File: config.mk
export PLATFORM = sky130hd
export DESIGN_NAME = stable_min_priority_queue_unit
export DESIGN_NICKNAME = d
export VERILOG_FILES = /design/src/smpq_pkg.sv /design/src/stable_min_priority_queue_unit.sv /design/src/smpq_cell.sv
export SDC_FILE = /design/constraint.sdc
export NUM_CORES = 2
export LEC_CHECK = 0
export ABC_AREA = 1
export BUFFER_PORTS_ARGS = -buffer_cell sky130_fd_sc_hd__buf_2
export CAP_MARGIN = 15
export CORE_ASPECT_RATIO = 2
export CORE_MARGIN = 2
export CORE_UTILIZATION = 38
export CTS_BUF_LIST = sky130_fd_sc_hd__clkbuf_8
export CTS_CLUSTER_SIZE = 12
export DETAILED_ROUTE_END_ITERATION = 12
export GPL_ROUTABILITY_DRIVEN = 0
export PLACE_DENSITY = 0.49
export REMOVE_ABC_BUFFERS = 1
export SYNTH_ARGS = -nofsm -noshare
export SYNTH_HDL_FRONTEND = slang
export SYNTH_HIERARCHICAL = 1
export SYNTH_SLANG_ARGS = --single-unit
File: constraint.sdc
create_clock -name clk -period 4.6 [get_ports clk]
set_clock_uncertainty 0.15 [all_clocks]
set_input_delay 0.23 -clock clk [delete_from_list [all_inputs] [get_ports clk]]
set_output_delay 0.23 -clock clk [all_outputs]
set_load 0.02 [all_outputs]
File: src/smpq_pkg.sv
// Package: shared types and constants for the stable min priority queue.
package smpq_pkg;

	localparam int DATA_W       = 32;
	localparam int PRIO_W       = 32;
	localparam int FILL_W       = 5;
	localparam int CAPACITY_DEF = 16;

	localparam logic OP_INSERT = 1'b0;
	localparam logic OP_REMOVE = 1'b1;

	typedef struct packed {
		logic                     op;
		logic signed [DATA_W-1:0] data_in;
		logic signed [PRIO_W-1:0] prio_in;
	} smpq_in_t;

	typedef struct packed {
		logic signed [DATA_W-1:0] item_out;
		logic                     underflow;
		logic                     overflow;
		logic [FILL_W-1:0]        fill;
	} smpq_out_t;

	typedef struct packed {
		logic signed [DATA_W-1:0] data;
		logic signed [PRIO_W-1:0] prio;
	} smpq_entry_t;

	// Broadcast from the controller to every cell.
	typedef struct packed {
		logic        ins;
		logic        rem;
		smpq_entry_t entry;
	} smpq_cmd_t;

endpackage

File: src/stable_min_priority_queue_unit.sv
// Top level: stable sorted priority queue built as a chain of compare-and-shift cells.
//
//   channel  | handshake          | payload            | notes
//   ---------+--------------------+--------------------+------------------------------
//   command  | start / busy       | cmd  (smpq_in_t)   | insert (op=0) or remove (op=1)
//   result   | done               | result (smpq_out_t)| one transaction per command
//
// No command stalls: all cells compare against the broadcast
// priority in parallel and shift in the same edge, so busy stays low and a
// command may be issued every cycle. The result appears on the cycle after
// the command is taken, with done high for exactly that cycle.
// Reset clears the entry count and the result strobe; slot contents are
// left as they are and only read below the count. The receiver cannot stall.
module stable_min_priority_queue_unit #(
	parameter int CAPACITY = smpq_pkg::CAPACITY_DEF
) (
	input  logic                clk,
	input  logic                arst_n,
	input  logic                start,
	output logic                busy,
	input  smpq_pkg::smpq_in_t  cmd,
	output logic                done,
	output smpq_pkg::smpq_out_t result
);
	import smpq_pkg::*;

	localparam int CNT_W = $clog2(CAPACITY + 1);

	logic [CNT_W-1:0] count_q;
	logic [CNT_W-1:0] count_nxt;
	logic             accept;
	logic             full;
	logic             empty;
	smpq_cmd_t        bcast;
	smpq_out_t        result_q;
	logic             done_q;

	smpq_entry_t entries [CAPACITY];
	logic        gts     [CAPACITY];

	assign busy   = 1'b0;
	assign accept = start && !busy;
	assign full   = (count_q == CNT_W'(CAPACITY));
	assign empty  = (count_q == '0);

	// Drop inserts into a full chain and removes from an empty one.
	assign bcast.ins         = accept && (cmd.op == OP_INSERT) && !full;
	assign bcast.rem         = accept && (cmd.op == OP_REMOVE) && !empty;
	assign bcast.entry.data  = cmd.data_in;
	assign bcast.entry.prio  = cmd.prio_in;

	always_comb begin
		count_nxt = count_q;
		if (bcast.ins) begin
			count_nxt = count_q + CNT_W'(1);
		end else if (bcast.rem) begin
			count_nxt = count_q - CNT_W'(1);
		end
	end

	// Build the chain: each cell sees its left neighbor's compare and both neighbors' entries.
	for (genvar i = 0; i < CAPACITY; i++) begin : g_cell
		logic        left_gt;
		smpq_entry_t left_entry;
		smpq_entry_t right_entry;

		if (i == 0) begin : g_head
			assign left_gt    = 1'b0;
			assign left_entry = bcast.entry;
		end else begin : g_body
			assign left_gt    = gts[i-1];
			assign left_entry = entries[i-1];
		end

		if (i == CAPACITY - 1) begin : g_tail
			assign right_entry = entries[i];
		end else begin : g_mid
			assign right_entry = entries[i+1];
		end

		smpq_cell u_cell (
			.clk         (clk),
			.cmd         (bcast),
			.valid       (count_q > CNT_W'(i)),
			.left_gt     (left_gt),
			.left_entry  (left_entry),
			.right_entry (right_entry),
			.entry       (entries[i]),
			.gt          (gts[i])
		);
	end

	always_ff @(posedge clk or negedge arst_n) begin
		if (!arst_n) begin
			count_q <= '0;
			done_q  <= 1'b0;
		end else begin
			count_q <= count_nxt;
			done_q  <= accept;
		end
	end

	// Capture the result; the head cell still holds the removed entry this cycle.
	always_ff @(posedge clk) begin
		if (accept) begin
			result_q.item_out  <= bcast.rem ? entries[0].data : '0;
			result_q.underflow <= (cmd.op == OP_REMOVE) && empty;
			result_q.overflow  <= (cmd.op == OP_INSERT) && full;
			result_q.fill      <= FILL_W'(count_nxt);
		end
	end

	assign done   = done_q;
	assign result = result_q;

	a_count_bound: assert property (@(posedge clk) disable iff (!arst_n)
		count_q <= CNT_W'(CAPACITY))
		else $error("entry count above capacity");

	a_done_follows: assert property (@(posedge clk) disable iff (!arst_n)
		accept |=> done)
		else $error("accepted command produced no result");

	a_flags_excl: assert property (@(posedge clk) disable iff (!arst_n)
		done |-> !(result.underflow && result.overflow))
		else $error("underflow and overflow together");

	a_underflow_empty: assert property (@(posedge clk) disable iff (!arst_n)
		(done && result.underflow) |-> (result.fill == '0 && result.item_out == '0))
		else $error("underflow with entries held or nonzero data");

endmodule

File: src/smpq_cell.sv
// One slot of the sorted chain: compares against the broadcast priority and shifts.
module smpq_cell (
	input  logic                 clk,
	input  smpq_pkg::smpq_cmd_t  cmd,
	input  logic                 valid,
	input  logic                 left_gt,
	input  smpq_pkg::smpq_entry_t left_entry,
	input  smpq_pkg::smpq_entry_t right_entry,
	output smpq_pkg::smpq_entry_t entry,
	output logic                 gt
);
	import smpq_pkg::*;

	smpq_entry_t entry_q;

	// An empty slot sits behind everything, so it counts as greater.
	assign gt    = !valid || (entry_q.prio > cmd.entry.prio);
	assign entry = entry_q;

	always_ff @(posedge clk) begin
		if (cmd.ins && gt) begin
			entry_q <= left_gt ? left_entry : cmd.entry;
		end else if (cmd.rem) begin
			entry_q <= right_entry;
		end
	end

endmodule
Word level (Yosys, flattened, before mapping)
Index checks and enable logic that the tools add are counted.
W data, S select, Z words.
{"block": "totals", "word_cells": 193, "regBits": 1069, "input_bits": 68, "output_inout_bits": 41}
{"block": "classes", "reduce_logical": 72, "mux": 47, "add_sub_neg": 2, "n_eq_ne": 1, "n_lt_le_gt_ge": 32, "bitwise_logic": 1}
{"op": "$mux W64", "n": 45}
{"op": "$gt A32 B32 Y1", "n": 16}
{"op": "$gt A5 B4 Y1 const B", "n": 8}
{"op": "$reduce_bool A2 Y1", "n": 15}
{"op": "$logic_and A1 B1 Y1", "n": 22}
{"op": "$gt A5 B3 Y1 const B", "n": 4}
{"op": "$logic_not A1 Y1", "n": 18}
{"op": "$logic_or A1 B1 Y1", "n": 16}
{"op": "$gt A5 B1 Y1 const B", "n": 2}
{"op": "$gt A5 B2 Y1 const B", "n": 2}
{"op": "$mux W5", "n": 2}
{"op": "$add A5 B1 Y5 const B", "n": 1}
{"op": "$eq A5 B5 Y1 const B", "n": 1}
{"op": "$logic_not A5 Y1", "n": 1}
{"op": "$sub A5 B1 Y5 const B", "n": 1}
{"op": "$not A1 Y1", "n": 1}

Longest topological paths before layout
{"block": "depth", "depth_word": 5, "mapped_depth": 24}

By module
Netlist, hierarchy kept.
{"module": "smpq_cell (g_cell[0].u_cell ...)", "cells_each": 534, "n_inst": 14, "area_per_inst_um2": 4495.6}
{"module": "smpq_cell (g_cell[8].u_cell ...)", "cells_each": 535, "n_inst": 2, "area_per_inst_um2": 4451.8}
{"module": "stable_min_priority_queue_unit", "cells_each": 214, "n_inst": 1, "area_per_inst_um2": 2128.3}

Least setup slack after synthesis
Ideal clock, no wire load.
{"block": "synth_path", "path_kind": "register -> register", "from": "register count_q[0]", "to": "register g_cell[8].u_cell.entry_q, in the netlist g_cell[8].u_cell/entry[0], enable pin", "setup_time_ns": 0.424, "arrival_time_ns": 3.566, "period_less_slack_ns": 4.140, "path_buffers": 2, "required_time_ns": 4.026, "setup_slack_ns": 0.460, "path_stages_with_launch": 10, "path_cell_list": "dfrtp_1 inv_1 ha_1 nand3_1 nand3_2 inv_1 nand2_1 buf_6 buf_6 nand2_1"}
{"element": "start: declaration", "line": "stable_min_priority_queue_unit.sv:29", "source": "logic [CNT_W-1:0] count_q;"}
{"element": "start signal: assignment", "line": "stable_min_priority_queue_unit.sv:98", "source": "count_q <= count_nxt;"}
{"element": "end signal: assignment", "line": "smpq_cell.sv:22", "source": "entry_q <= left_gt ? left_entry : cmd.entry;"}
{"element": "end signal: assignment", "line": "smpq_cell.sv:24", "source": "entry_q <= right_entry;"}
{"element": "end: declaration", "line": "smpq_cell.sv:14", "source": "smpq_entry_t entry_q;"}

Worst setup path in the final report
{"block": "layout_path", "from": "register g_cell[9].u_cell.entry_q, in the netlist g_cell[9].u_cell/entry[15]", "to": "register g_cell[9].u_cell.entry_q, in the netlist g_cell[9].u_cell/entry[2], enable pin"}
{"block": "layout_between", "elab_chain_cells": 4}
{"element": "start: declaration", "line": "smpq_cell.sv:14"}
{"element": "start signal: assignment", "line": "smpq_cell.sv:22"}
{"element": "start signal: assignment", "line": "smpq_cell.sv:24"}
{"element": "$gt A32 B32 Y1", "line": "smpq_cell.sv:17", "source": "assign gt = !valid || (entry_q.prio > cmd.entry.prio);"}
{"element": "$logic_or A1 B1 Y1", "line": "smpq_cell.sv:17"}
{"element": "named net g_cell[10].left_gt", "line": "stable_min_priority_queue_unit.sv:63", "source": "logic left_gt;"}
{"element": "$logic_and A1 B1 Y1", "line": "smpq_cell.sv:21", "source": "if (cmd.ins && gt) begin"}
{"element": "$reduce_bool A2 Y1 (no line)"}
The timed path passes the listed nets, and every way through them passes these cells.
A chain may end at the register's enable or synchronous reset.

==> metrics <==
status finished clean; via/cell ratio 4.96; setup ws final 889 ps; Initial Util 0.381; sequential power share 0.375; Clock Sinks approximately 1100; Final period util 0.807; Distinct cells, synth 32; post-layout min period 3710 ps; slowest CP cell nor2_1; first-pass GRT wire length slightly above 300 mm; Worst Tran Pin Value 867 ps; largest net degree at the start of global routing 121; Mapped Cells 8760; max cap viols 0; vias ~57000; total global routing overflow 0; cts hold-fix bufs ~70; top-count cell post-synth nand2_1; final setup TNS 0 ps; total wire length 190 mm; overall routing resource usage 0.189; Seq cells post-synth ~1100; Top delay family on crit path simple AND/OR/NAND/NOR gates; Net Switching 19.5 mW; Crit path top cell by count nand2_1; NumNets Final 9344; fin util 0.415; fillers 19700; reg2reg start g_cell[9].u_cell/entry[15]$_DFFE_PP_; vias in the first global route 56500; Core Area 0.194 mm^2; post-synth top area share 0.432; WP buf/inv 2; clock network fraction of design power 0.172; Die Span X 316 um; H-Tree Depth 4; Worst path max stage delay 580 ps; Worst Path Required 5000 ps; Root Buffer clkbuf_8; Layout area overhead 8.75%; fin. max-slew vios 0; leakage 37.9 nW; Crit path arrival time 4110 ps; Worst setup SP type flop; # setup viols final 0; Final Hold Viols 0; top cells by count, synth nand2_1 (3084), nand3_1 (1081), edfxtp_1 (1063), inv_1 (722), o21ai_0 (532); CTS resizes 0; insertion delay to the later sink of the worst-skew pair 910 ps; Net Sw Frac 0.411; flop2flop setup slack 890 ps; ys flop type edfxtp_1; FF/Latch Area 0.0321 mm^2; Place WS 603 ps; clk slew on worst S/H paths 60 ps; worst hold margin between 150 and 200 ps; Yosys Warn Count 6; die footprint roughly 0.20 mm^2; CP Class flop to flop; Die Height 628 um; CTS Buf Count roughly 190; Peak VDD IR 433 uV; DR DRC count 0; TritonCTS clock tree done; max_slew headroom 0.422; total power density per cell area just under 600 mW/mm^2; ys async rst share 0.00561; post-DR wirelength/cell 16.6 um; number of synthesized flops with an enable pin 1063; Peak Freq 269 MHz; Crit. End Element flop; power share of the combinational group 0.453; dpl hpwl 134 mm; Internal 27.9 mW; Post CTS Setup Buffer Count 0; Avg Inst Size Synth between 8 and 9 um^2; RSZ-0062 raised after global routing no; initial antenna violation count 3; crit-path max FO 33; stages on the worst setup path 16; Worst Hold End result[6]$_DFFE_PP_; Post-Syn Area 0.0740 mm^2; Iteration-0 DRC Markers approximately 3800; dominant cell type by area after synthesis edfxtp_1; fraction of layout cells with a size suffix above 1 0.137; area of the multi-input gates 0.0364 mm^2; placed cells roughly 11000; ANT nets after route 0; row cnt 229; I/O Pins 109; Reg-to-Reg End g_cell[9].u_cell/entry[2]$_DFFE_PP_; # port buffers 107; HP Class primary input to flop; Pre-antenna DRT Iters 6; hold path cells 4; synth top area cells edfxtp_1 (43%), nand2_1 (16%), ha_1 (8.8%); CTS max path bufs 4; sequential area share after synthesis 0.434; final cell count without fillers 11400; cell chain of the critical path ha_1 -> nand2_1 -> inv_1 -> nand3_1 -> nor2_1 -> nand2_1 -> nand2_1 -> nand2_1 -> nand2_1 -> nand2_1 -> nand2_1 -> nand2_1 -> nand2_8 -> nand2_2 -> nand2_4 -> buf_12; FF-to-FF path depth 16; hold path startpoint cmd[64]
metal layers:
| metal | share of wire | routed length [um] | track usage |
|---|---|---|---|
| met4 | 0.020 | 3850 | 0.0449 |
| met3 | 0.039 | 7460 | 0.0196 |
| met2 | 0.46 | 86700 | 0.308 |
| met1 | 0.48 | 92100 | 0.267 |
| met5 | 0 | 0 | 0 |
per-stage QoR:
step	instance area [um^2]	total power, mW
3_3_place_gp	76500	39.4
2_1_floorplan	70900	33.7
3_5_place_dp	76500	39.4
5_1_grt	80400	51.7
6_report	80400	47.5
4_1_cts	80400	48.0
area by class of cell:
cell class	count	share of cell area
clock inverter	126	0.00680
sequential	1069	0.399
timing repair buffer	306	0.0348
inverter	723	0.0338
multi-input combinational	6469	0.453
tap	2541	0.0395
antenna	2	0.0000622
clock buffer	196	0.0335
registers in the layout, indices dropped and copies added (netlist names):
register and flops:
count_q 5, done 1, g_cell.u_cell/entry 1024, result 39
tightest hold or removal path: stages:
cell and delay [ps]:
dlygate4sd3_1 530, buf_2 130, inv_1 60, nor2_1 90
cell families (layout without fill, tap and decap cells):
group,after synthesis,count (layout),synth area share
adders and majority gates,518,518,0.0876
buffers and inverters,1227,1351,0.0790
DFF,1069,1069,0.434
AOI/OAI and AO/OA,806,806,0.0563
xor gates and xnor gates,2,2,0.000237
other,1,8,0.0000507
and+or+nand+nor,4609,4609,0.263
muxes,528,528,0.0804
power by group through the flow:
stage / Sequential (mW) / Clock, mW / Combinational, mW
2_1_floorplan: 17.3 / 0 / 16.4
3_3_place_gp: 18.0 / 0 / 21.4
3_5_place_dp: 18.0 / 0 / 21.4
4_1_cts: 17.8 / 8.52 / 21.7
5_1_grt: 18.2 / 8.87 / 24.6
6_report: 17.8 / 8.15 / 21.5
cells in the final DEF (no fill, tap or decap), types with 2 or more instances in the layout:
master / synthesis / layout
nand2_1: 3084 / 3066
nand3_1: 1081 / 1081
edfxtp_1: 1063 / 1063
inv_1: 722 / 783
o21ai_0: 532 / 532
mux2_2: 528 / 528
ha_1: 518 / 518
a21oi_1: 221 / 221
clkbuf_8: 0 / 196
nor2_1: 190 / 190
nand2_2: 171 / 152
buf_2: 49 / 107
buf_4: 84 / 82
dlygate4sd3_1: 0 / 69
clkinv_1: 1 / 50
buf_12: 0 / 48
o21a_1: 32 / 32
nand4_1: 32 / 32
nand2_4: 0 / 24
nand3_2: 16 / 16
a21o_1: 16 / 16
nor2_2: 16 / 16
nor3b_2: 14 / 14
nand2_8: 0 / 13
clkinv_2: 0 / 11
conb_1: 1 / 6
dfrtp_1: 6 / 6
o31ai_1: 3 / 3
nor3_1: 3 / 3
diode_2: 0 / 2
clkinvlp_4: 0 / 2
bufinv_16: 0 / 2
how the worst max path moves through the flow:
| stage | slack (ps) | to | start |
|---|---|---|---|
| 2_1_floorplan | -21380 | g_cell[8].u_cell/entry[0]$_DFFE_PP_ | count_q[0]$_DFF_PN0_ |
| 3_3_place_gp | 600 | g_cell[9].u_cell/entry[8]$_DFFE_PP_ | cmd[15] |
| 3_5_place_dp | 600 | g_cell[9].u_cell/entry[8]$_DFFE_PP_ | cmd[15] |
| 4_1_cts | 900 | g_cell[9].u_cell/entry[2]$_DFFE_PP_ | g_cell[9].u_cell/entry[15]$_DFFE_PP_ |
| 5_1_grt | 800 | g_cell[9].u_cell/entry[2]$_DFFE_PP_ | g_cell[9].u_cell/entry[15]$_DFFE_PP_ |
| 6_report | 890 | g_cell[9].u_cell/entry[2]$_DFFE_PP_ | g_cell[9].u_cell/entry[15]$_DFFE_PP_ |
(Power assumes the default switching activity.)
